<file path="src/sv/ppmd_pkg.sv">
// Shared types and constants of the PPM frame decoder.
package ppmd_pkg;

    // Frame geometry.
    localparam int MAX_CHANNELS = 12;
    localparam int CNT_W        = $clog2(MAX_CHANNELS + 1);
    localparam int ADDR_W       = $clog2(MAX_CHANNELS);

    // Field widths of one transaction.
    localparam int TIME_W = 16;
    localparam int CH_W   = 4;
    localparam int OP_W   = 2;
    localparam int PH_W   = 2;

    // Configuration port.
    localparam int CFG_IDX_W  = 3;
    localparam int CFG_DATA_W = 16;

    typedef enum logic [CFG_IDX_W-1:0] {
        CFG_START_GAP_MIN     = 3'd0,
        CFG_PULSE_WIDTH_MAX   = 3'd1,
        CFG_CHANNEL_VALUE_MIN = 3'd2,
        CFG_CHANNEL_VALUE_MAX = 3'd3,
        CFG_LOCK_FRAMES       = 3'd4,
        CFG_CHANNELS_MIN      = 3'd5,
        CFG_COUNTER_WRAP_ADD  = 3'd6
    } cfg_idx_t;

    // Register defaults after reset.
    localparam logic [TIME_W-1:0] RST_START_GAP_MIN     = 16'd2500;
    localparam logic [TIME_W-1:0] RST_PULSE_WIDTH_MAX   = 16'd500;
    localparam logic [TIME_W-1:0] RST_CHANNEL_VALUE_MIN = 16'd800;
    localparam logic [TIME_W-1:0] RST_CHANNEL_VALUE_MAX = 16'd2200;
    localparam logic [3:0]        RST_LOCK_FRAMES       = 4'd3;
    localparam logic [3:0]        RST_CHANNELS_MIN      = 4'd4;
    localparam logic [TIME_W-1:0] RST_COUNTER_WRAP_ADD  = 16'd0;

    // Operation carried in tuser.
    typedef enum logic [OP_W-1:0] {
        OP_EDGE = 2'd0,
        OP_MISS = 2'd1,
        OP_READ = 2'd2
    } op_t;

    // Synchronization phase reported with every result.
    typedef enum logic [PH_W-1:0] {
        PH_UNSYNC   = 2'd0,
        PH_ARM      = 2'd1,
        PH_ACTIVE   = 2'd2,
        PH_INACTIVE = 2'd3
    } phase_t;

endpackage

</file>
<file path="src/sv/ppm_frame_decoder.sv">
// PPM frame decoder: edge timing, frame locking and channel publishing.
// An accepted transaction passes through ST_EXEC and ST_RESP, and its result is registered;
// a frame end that publishes n channels goes through ST_COPY before ST_RESP (the copy moves
// one entry per cycle through memory). A new transaction is taken once the last result is registered.
// Reset (rst_n low, asynchronous) clears the control state, restores the register defaults
// and marks every published channel as zero; no clearing pass is needed.
module ppm_frame_decoder (
    input  logic                             clk,
    input  logic                             rst_n,
    // s_tdata: capture_count[15:0], channel_index[19:16], zero[23:20]
    input  logic                             s_tvalid,
    output logic                             s_tready,
    input  logic [23:0]                      s_tdata,
    // s_tuser: operation[1:0]
    input  logic [ppmd_pkg::OP_W-1:0]        s_tuser,
    // m_tdata: read_value[15:0], decoded_channels[19:16], sync_phase[21:20], zero[23:22]
    output logic                             m_tvalid,
    input  logic                             m_tready,
    output logic [23:0]                      m_tdata,
    // Configuration write channel.
    input  logic                             cfg_valid,
    output logic                             cfg_ready,
    input  logic [ppmd_pkg::CFG_IDX_W-1:0]   cfg_index,
    input  logic [ppmd_pkg::CFG_DATA_W-1:0]  cfg_data
);
    import ppmd_pkg::*;

    typedef enum logic [3:0] {
        ST_IDLE = 4'b0001,
        ST_EXEC = 4'b0010,
        ST_COPY = 4'b0100,
        ST_RESP = 4'b1000
    } state_t;

    // Configuration registers.
    logic [TIME_W-1:0] start_gap_min_reg;
    logic [TIME_W-1:0] pulse_width_max_reg;
    logic [TIME_W-1:0] channel_value_min_reg;
    logic [TIME_W-1:0] channel_value_max_reg;
    logic [3:0]        lock_frames_reg;
    logic [3:0]        channels_min_reg;
    logic [TIME_W-1:0] counter_wrap_add_reg;

    // Control and decoder state.
    state_t            state_reg, state_next;
    logic [OP_W-1:0]   op_reg, op_next;
    logic [TIME_W-1:0] cap_reg, cap_next;
    logic [CH_W-1:0]   ch_reg, ch_next;
    logic [TIME_W-1:0] edge_time_reg, edge_time_next;
    logic [TIME_W-1:0] mark_time_reg, mark_time_next;
    logic [CNT_W-1:0]  next_slot_reg, next_slot_next;
    phase_t            phase_reg, phase_next;
    logic [CNT_W-1:0]  accepted_reg, accepted_next;
    logic [CNT_W-1:0]  candidate_reg, candidate_next;
    logic [3:0]        holdoff_reg, holdoff_next;
    logic [MAX_CHANNELS-1:0] pvalid_reg, pvalid_next;

    // Copy sequencer.
    logic [CNT_W-1:0]  copy_len_reg, copy_len_next;
    logic [CNT_W-1:0]  copy_idx_reg, copy_idx_next;
    logic              wr_pend_reg, wr_pend_next;
    logic [ADDR_W-1:0] wr_idx_reg, wr_idx_next;

    // Output register.
    logic              m_tvalid_reg, m_tvalid_next;
    logic [23:0]       m_tdata_reg, m_tdata_next;

    // Memory ports.
    logic              frame_wr_en, frame_rd_en;
    logic [TIME_W-1:0] frame_rd_data;
    logic              pub_rd_en;
    logic [TIME_W-1:0] pub_rd_data;

    // Timing arithmetic on the latched edge.
    logic [TIME_W-1:0] edge_diff;
    logic [TIME_W-1:0] gap;
    logic [TIME_W-1:0] interval;
    logic              interval_bad;
    logic              read_hit;
    logic [TIME_W-1:0] read_value;

    assign edge_diff    = cap_reg - edge_time_reg;
    assign gap          = (cap_reg < edge_time_reg) ? edge_diff + counter_wrap_add_reg
                                                    : edge_diff;
    assign interval     = cap_reg - mark_time_reg;
    assign interval_bad = (interval < channel_value_min_reg) ||
                          (interval > channel_value_max_reg);

    // A channel read returns the published value only below the accepted count.
    assign read_hit   = (op_reg == OP_READ) && (ch_reg < accepted_reg) &&
                        (ch_reg < CNT_W'(MAX_CHANNELS)) && pvalid_reg[ch_reg[ADDR_W-1:0]];
    assign read_value = read_hit ? pub_rd_data : '0;

    assign s_tready  = (state_reg == ST_IDLE);
    assign m_tvalid  = m_tvalid_reg;
    assign m_tdata   = m_tdata_reg;
    assign cfg_ready = 1'b1;

    // Frame store: written at the current slot, read by the copy sequencer.
    ppmd_ram #(
        .WIDTH (TIME_W),
        .DEPTH (MAX_CHANNELS)
    ) u_frame_ram (
        .clk     (clk),
        .wr_en   (frame_wr_en),
        .wr_addr (next_slot_reg[ADDR_W-1:0]),
        .wr_data (interval),
        .rd_en   (frame_rd_en),
        .rd_addr (copy_idx_reg[ADDR_W-1:0]),
        .rd_data (frame_rd_data)
    );

    // Published store: written by the copy sequencer, read by channel reads.
    ppmd_ram #(
        .WIDTH (TIME_W),
        .DEPTH (MAX_CHANNELS)
    ) u_pub_ram (
        .clk     (clk),
        .wr_en   (wr_pend_reg),
        .wr_addr (wr_idx_reg),
        .wr_data (frame_rd_data),
        .rd_en   (pub_rd_en),
        .rd_addr (ch_reg[ADDR_W-1:0]),
        .rd_data (pub_rd_data)
    );

    // Sequencer and decoder update.
    always_comb
    begin
        state_next     = state_reg;
        op_next        = op_reg;
        cap_next       = cap_reg;
        ch_next        = ch_reg;
        edge_time_next = edge_time_reg;
        mark_time_next = mark_time_reg;
        next_slot_next = next_slot_reg;
        phase_next     = phase_reg;
        accepted_next  = accepted_reg;
        candidate_next = candidate_reg;
        holdoff_next   = holdoff_reg;
        pvalid_next    = pvalid_reg;
        copy_len_next  = copy_len_reg;
        copy_idx_next  = copy_idx_reg;
        wr_pend_next   = 1'b0;
        wr_idx_next    = wr_idx_reg;
        m_tvalid_next  = m_tvalid_reg && !m_tready;
        m_tdata_next   = m_tdata_reg;
        frame_wr_en    = 1'b0;
        frame_rd_en    = 1'b0;
        pub_rd_en      = 1'b0;

        unique case (state_reg)
            ST_IDLE:
            begin
                if (s_tvalid)
                begin
                    op_next    = s_tuser;
                    cap_next   = s_tdata[15:0];
                    ch_next    = s_tdata[19:16];
                    state_next = ST_EXEC;
                end
            end

            ST_EXEC:
            begin
                state_next = ST_RESP;
                priority case (op_reg)
                    OP_EDGE:
                    begin
                        edge_time_next = cap_reg;
                        if (gap >= start_gap_min_reg)
                        begin
                            // Frame end: lock onto the channel count or publish.
                            if (next_slot_reg != accepted_reg)
                            begin
                                if (candidate_reg != next_slot_reg)
                                begin
                                    candidate_next = next_slot_reg;
                                    holdoff_next   = lock_frames_reg;
                                end
                                else if (holdoff_reg != '0)
                                begin
                                    holdoff_next = holdoff_reg - 4'd1;
                                end
                                else
                                begin
                                    accepted_next  = candidate_reg;
                                    candidate_next = '0;
                                end
                            end
                            else if (next_slot_reg > CNT_W'(channels_min_reg))
                            begin
                                copy_len_next = next_slot_reg;
                                copy_idx_next = '0;
                                state_next    = ST_COPY;
                            end
                            next_slot_next = '0;
                            phase_next     = PH_ARM;
                        end
                        else
                        begin
                            unique case (phase_reg)
                                PH_ARM:
                                begin
                                    if (gap > pulse_width_max_reg)
                                    begin
                                        phase_next    = PH_UNSYNC;
                                        accepted_next = '0;
                                    end
                                    else
                                    begin
                                        mark_time_next = cap_reg;
                                        phase_next     = PH_INACTIVE;
                                    end
                                end
                                PH_INACTIVE:
                                begin
                                    phase_next = PH_ACTIVE;
                                end
                                PH_ACTIVE:
                                begin
                                    if (gap > pulse_width_max_reg)
                                    begin
                                        phase_next    = PH_UNSYNC;
                                        accepted_next = '0;
                                    end
                                    else
                                    begin
                                        mark_time_next = cap_reg;
                                        if (interval_bad)
                                        begin
                                            phase_next    = PH_UNSYNC;
                                            accepted_next = '0;
                                        end
                                        else
                                        begin
                                            // Marks past a full frame are checked only.
                                            if (next_slot_reg < CNT_W'(MAX_CHANNELS))
                                            begin
                                                frame_wr_en    = 1'b1;
                                                next_slot_next = next_slot_reg + 1'b1;
                                            end
                                            phase_next = PH_INACTIVE;
                                        end
                                    end
                                end
                                PH_UNSYNC:
                                begin
                                end
                            endcase
                        end
                    end
                    OP_MISS:
                    begin
                        phase_next    = PH_UNSYNC;
                        accepted_next = '0;
                    end
                    OP_READ:
                    begin
                        pub_rd_en = (ch_reg < CNT_W'(MAX_CHANNELS));
                    end
                    default:
                    begin
                    end
                endcase
            end

            ST_COPY:
            begin
                // Read entry k while writing entry k-1 of the previous read.
                if (wr_pend_reg)
                begin
                    pvalid_next[wr_idx_reg] = 1'b1;
                end
                if (copy_idx_reg < copy_len_reg)
                begin
                    frame_rd_en   = 1'b1;
                    wr_pend_next  = 1'b1;
                    wr_idx_next   = copy_idx_reg[ADDR_W-1:0];
                    copy_idx_next = copy_idx_reg + 1'b1;
                end
                else if (!wr_pend_reg)
                begin
                    state_next = ST_RESP;
                end
            end

            ST_RESP:
            begin
                if (!m_tvalid_reg || m_tready)
                begin
                    m_tvalid_next = 1'b1;
                    m_tdata_next  = {2'b00, phase_reg, accepted_reg, read_value};
                    state_next    = ST_IDLE;
                end
            end
        endcase
    end

    // Control registers.
    always_ff @(posedge clk or negedge rst_n)
    begin
        if (!rst_n)
        begin
            state_reg     <= ST_IDLE;
            edge_time_reg <= '0;
            mark_time_reg <= '0;
            next_slot_reg <= '0;
            phase_reg     <= PH_UNSYNC;
            accepted_reg  <= '0;
            candidate_reg <= '0;
            holdoff_reg   <= '0;
            pvalid_reg    <= '0;
            copy_len_reg  <= '0;
            copy_idx_reg  <= '0;
            wr_pend_reg   <= 1'b0;
            m_tvalid_reg  <= 1'b0;
        end
        else
        begin
            state_reg     <= state_next;
            edge_time_reg <= edge_time_next;
            mark_time_reg <= mark_time_next;
            next_slot_reg <= next_slot_next;
            phase_reg     <= phase_next;
            accepted_reg  <= accepted_next;
            candidate_reg <= candidate_next;
            holdoff_reg   <= holdoff_next;
            pvalid_reg    <= pvalid_next;
            copy_len_reg  <= copy_len_next;
            copy_idx_reg  <= copy_idx_next;
            wr_pend_reg   <= wr_pend_next;
            m_tvalid_reg  <= m_tvalid_next;
        end
    end

    // Payload registers.
    always_ff @(posedge clk)
    begin
        op_reg      <= op_next;
        cap_reg     <= cap_next;
        ch_reg      <= ch_next;
        wr_idx_reg  <= wr_idx_next;
        m_tdata_reg <= m_tdata_next;
    end

    // Configuration registers; an index beyond the list is ignored.
    always_ff @(posedge clk or negedge rst_n)
    begin
        if (!rst_n)
        begin
            start_gap_min_reg     <= RST_START_GAP_MIN;
            pulse_width_max_reg   <= RST_PULSE_WIDTH_MAX;
            channel_value_min_reg <= RST_CHANNEL_VALUE_MIN;
            channel_value_max_reg <= RST_CHANNEL_VALUE_MAX;
            lock_frames_reg       <= RST_LOCK_FRAMES;
            channels_min_reg      <= RST_CHANNELS_MIN;
            counter_wrap_add_reg  <= RST_COUNTER_WRAP_ADD;
        end
        else if (cfg_valid && cfg_ready)
        begin
            priority case (cfg_index)
                CFG_START_GAP_MIN:     start_gap_min_reg     <= cfg_data;
                CFG_PULSE_WIDTH_MAX:   pulse_width_max_reg   <= cfg_data;
                CFG_CHANNEL_VALUE_MIN: channel_value_min_reg <= cfg_data;
                CFG_CHANNEL_VALUE_MAX: channel_value_max_reg <= cfg_data;
                CFG_LOCK_FRAMES:       lock_frames_reg       <= cfg_data[3:0];
                CFG_CHANNELS_MIN:      channels_min_reg      <= cfg_data[3:0];
                CFG_COUNTER_WRAP_ADD:  counter_wrap_add_reg  <= cfg_data;
                default:
                begin
                end
            endcase
        end
    end

endmodule

</file>
<file path="src/sv/ppmd_ram.sv">
// Generic single-write, single-read RAM with a registered read port.
module ppmd_ram #(
    parameter int WIDTH = 16,
    parameter int DEPTH = 12
) (
    input  logic                     clk,
    input  logic                     wr_en,
    input  logic [$clog2(DEPTH)-1:0] wr_addr,
    input  logic [WIDTH-1:0]         wr_data,
    input  logic                     rd_en,
    input  logic [$clog2(DEPTH)-1:0] rd_addr,
    output logic [WIDTH-1:0]         rd_data
);

    logic [WIDTH-1:0] mem [DEPTH];
    logic [WIDTH-1:0] rd_data_reg;

    // Write port and registered read port; read data holds between reads.
    always_ff @(posedge clk)
    begin
        if (wr_en)
        begin
            mem[wr_addr] <= wr_data;
        end
        if (rd_en)
        begin
            rd_data_reg <= mem[rd_addr];
        end
    end

    assign rd_data = rd_data_reg;

endmodule

</file>
<file path="config.mk">
export PLATFORM = sky130hd
export DESIGN_NAME = ppm_frame_decoder
export DESIGN_NICKNAME = d
export VERILOG_FILES = /design/src/sv/ppmd_pkg.sv /design/src/sv/ppm_frame_decoder.sv /design/src/sv/ppmd_ram.sv
export SDC_FILE = /design/constraint.sdc
export NUM_CORES = 1
export LEC_CHECK = 0
export BUFFER_PORTS_ARGS = -buffer_cell sky130_fd_sc_hd__buf_2
export CAP_MARGIN = 10
export CORE_UTILIZATION = 60
export CTS_BUF_LIST = sky130_fd_sc_hd__clkbuf_4 sky130_fd_sc_hd__clkbuf_8
export DETAILED_ROUTE_END_ITERATION = 10
export PLACE_DENSITY = 0.77
export SYNTH_ARGS = -nofsm -noshare
export SYNTH_HDL_FRONTEND = slang
export SYNTH_HIERARCHICAL = 1
export SYNTH_SLANG_ARGS = --single-unit
export TNS_END_PERCENT = 100
</file>
<file path="constraint.sdc">
create_clock -name clk -period 8.69 [get_ports clk]
set_input_delay 0.4345 -clock clk [delete_from_list [all_inputs] [get_ports clk]]
set_output_delay 0.4345 -clock clk [all_outputs]
set_load 0.1 [all_outputs]
</file>
==> impl_metrics.tcl <==
set metrics [dict create \
    fmax_mhz 133 \
    nFillCells 2996 \
    wl_per_cell_um 21.4 \
    hold_violations 0 \
    critical_path_arrival_ns 7.88 \
    clock-sinks 628 \
    cts_tree "done" \
    min-delay-path-class "input port to flop" \
    die_area_sq_um 47600 \
    synthCells 1888 \
    clock_skew_ns 0.0457 \
    dr.pass1.iters 5 \
    rsz0062_at_grt "false" \
    detail-route-antenna-nets 0 \
    synth_edf_count 464 \
    synth_area_sq_um 28000 \
    hpwlAfterDp_mm 38.0 \
    drv_slew 0 \
    worst_slew_pin_slew_ns 1.13 \
    cts.clk_slew.worst_paths_ns 0.06 \
    leakagePower_nw 12.0 \
    fp.dieW_um 218 \
    grt_max_degree 101 \
    grt_first_pass_wirelength_mm 92.8 \
    worst-setup-path-type "flop to flop" \
    cp_num_buf_inv 2 \
    min_period_over_period 0.868 \
    drt_iter0_markers 1352 \
    power_mw 10.2 \
    ys_seq_area_frac 0.644 \
    ir_worst_vdd_mv 0.235 \
    synth_cell_type_count 75 \
    finalNetCount 2251 \
    outcome "complete, no violations" \
    antenna_found_initial 0 \
    rows 78 \
    viasPerCell 6.04 \
    syn-mean-instance-area_sq_um 14.9 \
    clk_latency_ns 0.70 \
    num_vias 16615 \
    crit_family "simple AND/OR/NAND/NOR gates" \
    ys_ff_latch 628 \
    synth_area_leaders "edfxtp_1, dfrtp_1, ha_1, mux4_2, mux2_2" \
    track_usage 0.256 \
    cp_slowest_cell "nor3_1" \
    min_period_ns 7.55 \
    synth_top_area_frac 0.497 \
    yosys_most_used_dff "edfxtp_1" \
    initial_utilization 0.613 \
    start_kind "flop" \
    yosys_warnings 6 \
    globalplace.congestion 0.880 \
    drive_above_1_share 0.224 \
    area_growth_pct 12.7 \
    path_max_fanout 16 \
    async_flop_share 0.261 \
    core-area_sq_um 45800 \
    antenna_cells 0 \
    die_y_um 218 \
    pin_count 77 \
    crit_top_cell "a21oi_1" \
    setup_tns_ns 0 \
    p_per_area_nw_per_um2 324 \
    clockBufferDepth 3 \
    numCtsBuffers 99 \
    cpPeakStageDelay_ns 0.63 \
    cts-root-buf "clkbuf_8" \
    drt-total-wl_mm 58.9 \
    slew_headroom 0.248 \
    cp-end-kind "flop" \
    finalSetupViolations 0 \
    grt_overflow 0 \
    cts_resized 0 \
    htreeDepth 3 \
    drc 0 \
    grt_pass1_vias 17014 \
    synth_area_leader_cell "edfxtp_1" \
    worstPathRequired_ns 9.02 \
    yosysMostFrequentCell "edfxtp_1" \
    max-cap-violations 0 \
    synth_commonest_cells "edfxtp_1, dfrtp_1, inv_1" \
    buffer_ports.inserted 69 \
]
## placed cells by master (no fill, tap or decap), types with 8 or more instances in the layout
| master | count |
|---|---|
| edfxtp_1 | 464 |
| dfrtp_1 | 141 |
| inv_1 | 131 |
| ha_1 | 127 |
| clkbuf_8 | 112 |
| nand2_1 | 103 |
| o21ai_0 | 93 |
| mux2i_1 | 73 |
| mux2_2 | 72 |
| buf_2 | 68 |
| mux4_2 | 61 |
| nor2_1 | 58 |
| a21oi_1 | 54 |
| buf_4 | 46 |
| clkbuf_4 | 39 |
| a21o_1 | 38 |
| o221ai_1 | 33 |
| a22oi_1 | 32 |
| xnor2_1 | 29 |
| dlygate4sd3_1 | 26 |
| and2_1 | 22 |
| dfstp_2 | 22 |
| xor2_1 | 18 |
| nor3_1 | 18 |
| nand2b_1 | 17 |
| nor2b_1 | 16 |
| nand4_1 | 15 |
| clkinv_1 | 13 |
| o21bai_1 | 12 |
| o21a_1 | 12 |
| nand3_1 | 11 |
| clkinv_2 | 9 |
| a31oi_1 | 8 |
| nand3b_1 | 8 |
| nor2_2 | 8 |
## final cells by class
class / count / area [sq um] / share of cell area
Multi-Input combinational cell: 1068 / 9260 / 0.293
Clock inverter: 28 / 196 / 0.00622
Sequential cell: 628 / 18100 / 0.572
Clock buffer: 151 / 1830 / 0.0581
Inverter: 131 / 492 / 0.0156
Timing Repair Buffer: 143 / 996 / 0.0315
Tap cell: 600 / 751 / 0.0238
## per-stage QoR
| step | hold WS [ns] | instance area [sq um] | setup WS (ns) | util | std cells |
|---|---|---|---|---|---|
| 2_1_floorplan | 0.139 | 28000 | 1.56 | - | 1889 |
| 3_3_place_gp | 0.446 | 29300 | 1.42 | 0.639 | 2542 |
| 3_5_place_dp | 0.467 | 29300 | 1.27 | 0.639 | 2542 |
| 4_1_cts | 0.0128 | 31600 | 1.17 | 0.689 | 2747 |
| 5_1_grt | 0.0498 | 31600 | 0.638 | 0.690 | 2749 |
| 6_report | 0.0584 | 31600 | 1.14 | 0.690 | 2749 |
## layer usage
| metal | part of all wire | track usage | vias up |
|---|---|---|---|
| li1 | - | - | 7592 |
| met1 | 0.43 | 0.348 | 8323 |
| met2 | 0.48 | 0.419 | 574 |
| met3 | 0.061 | 0.0419 | 126 |
| met4 | 0.028 | 0.0921 | 0 |
| met5 | 0 | 0 | - |
## worst register-to-register path, delay by kind of cell, from the launching register on
family                     cells  cell delay (ns)
buffers and inverters          2             0.43
AOI/OAI and AO/OA             12             2.24
muxes                          1             0.31
xor gates and xnor gates       1             0.20
and+or+nand+nor               10             2.43
DFF                            1             0.38
adders and majority gates      4             1.18
## cell families after synthesis
kind of cell    share of synthesized area
flops                               0.644
buf+inv                            0.0296
xor+xnor                           0.0147
other cells                      0.000268
compound gates                     0.0861
simple gates                       0.0568
mux                                 0.110
fa+ha+maj                          0.0588
## power by group
group | switching (mW) | internal [mW] | leakage (nW)
clock | 1.13 | 1.38 | 1.08
sequential | 0.133 | 3.70 | 6.22
combinational | 2.42 | 1.47 | 4.69
## worst paths after layout
path	endpoint	start	depth (start not counted)	slack (ns)
min	pulse_width_max_reg[8]	cfg_data[8]	3	0.06
max	u_frame_ram/mem[0][15]	cap_reg[0]	30	1.14
min reg2reg	pvalid_reg[2]	pvalid_reg[2]	1	0.48
min in group asynchronous	pulse_width_max_reg[9]	rst_n	2	0.43
max in group asynchronous	pvalid_reg[11]	rst_n	3	6.90
max reg2reg	u_frame_ram/mem[0][15]	cap_reg[0]	30	1.14
## timing repair
| item | 4_1_cts | 5_1_grt |
|---|---|---|
| setup buffers | 0 | 0 |
| hold buffers | 26 | 0 |
| endpoints found under the hold margin | 114 | 0 |
No activity file was read; power rests on OpenSTA's default activity.
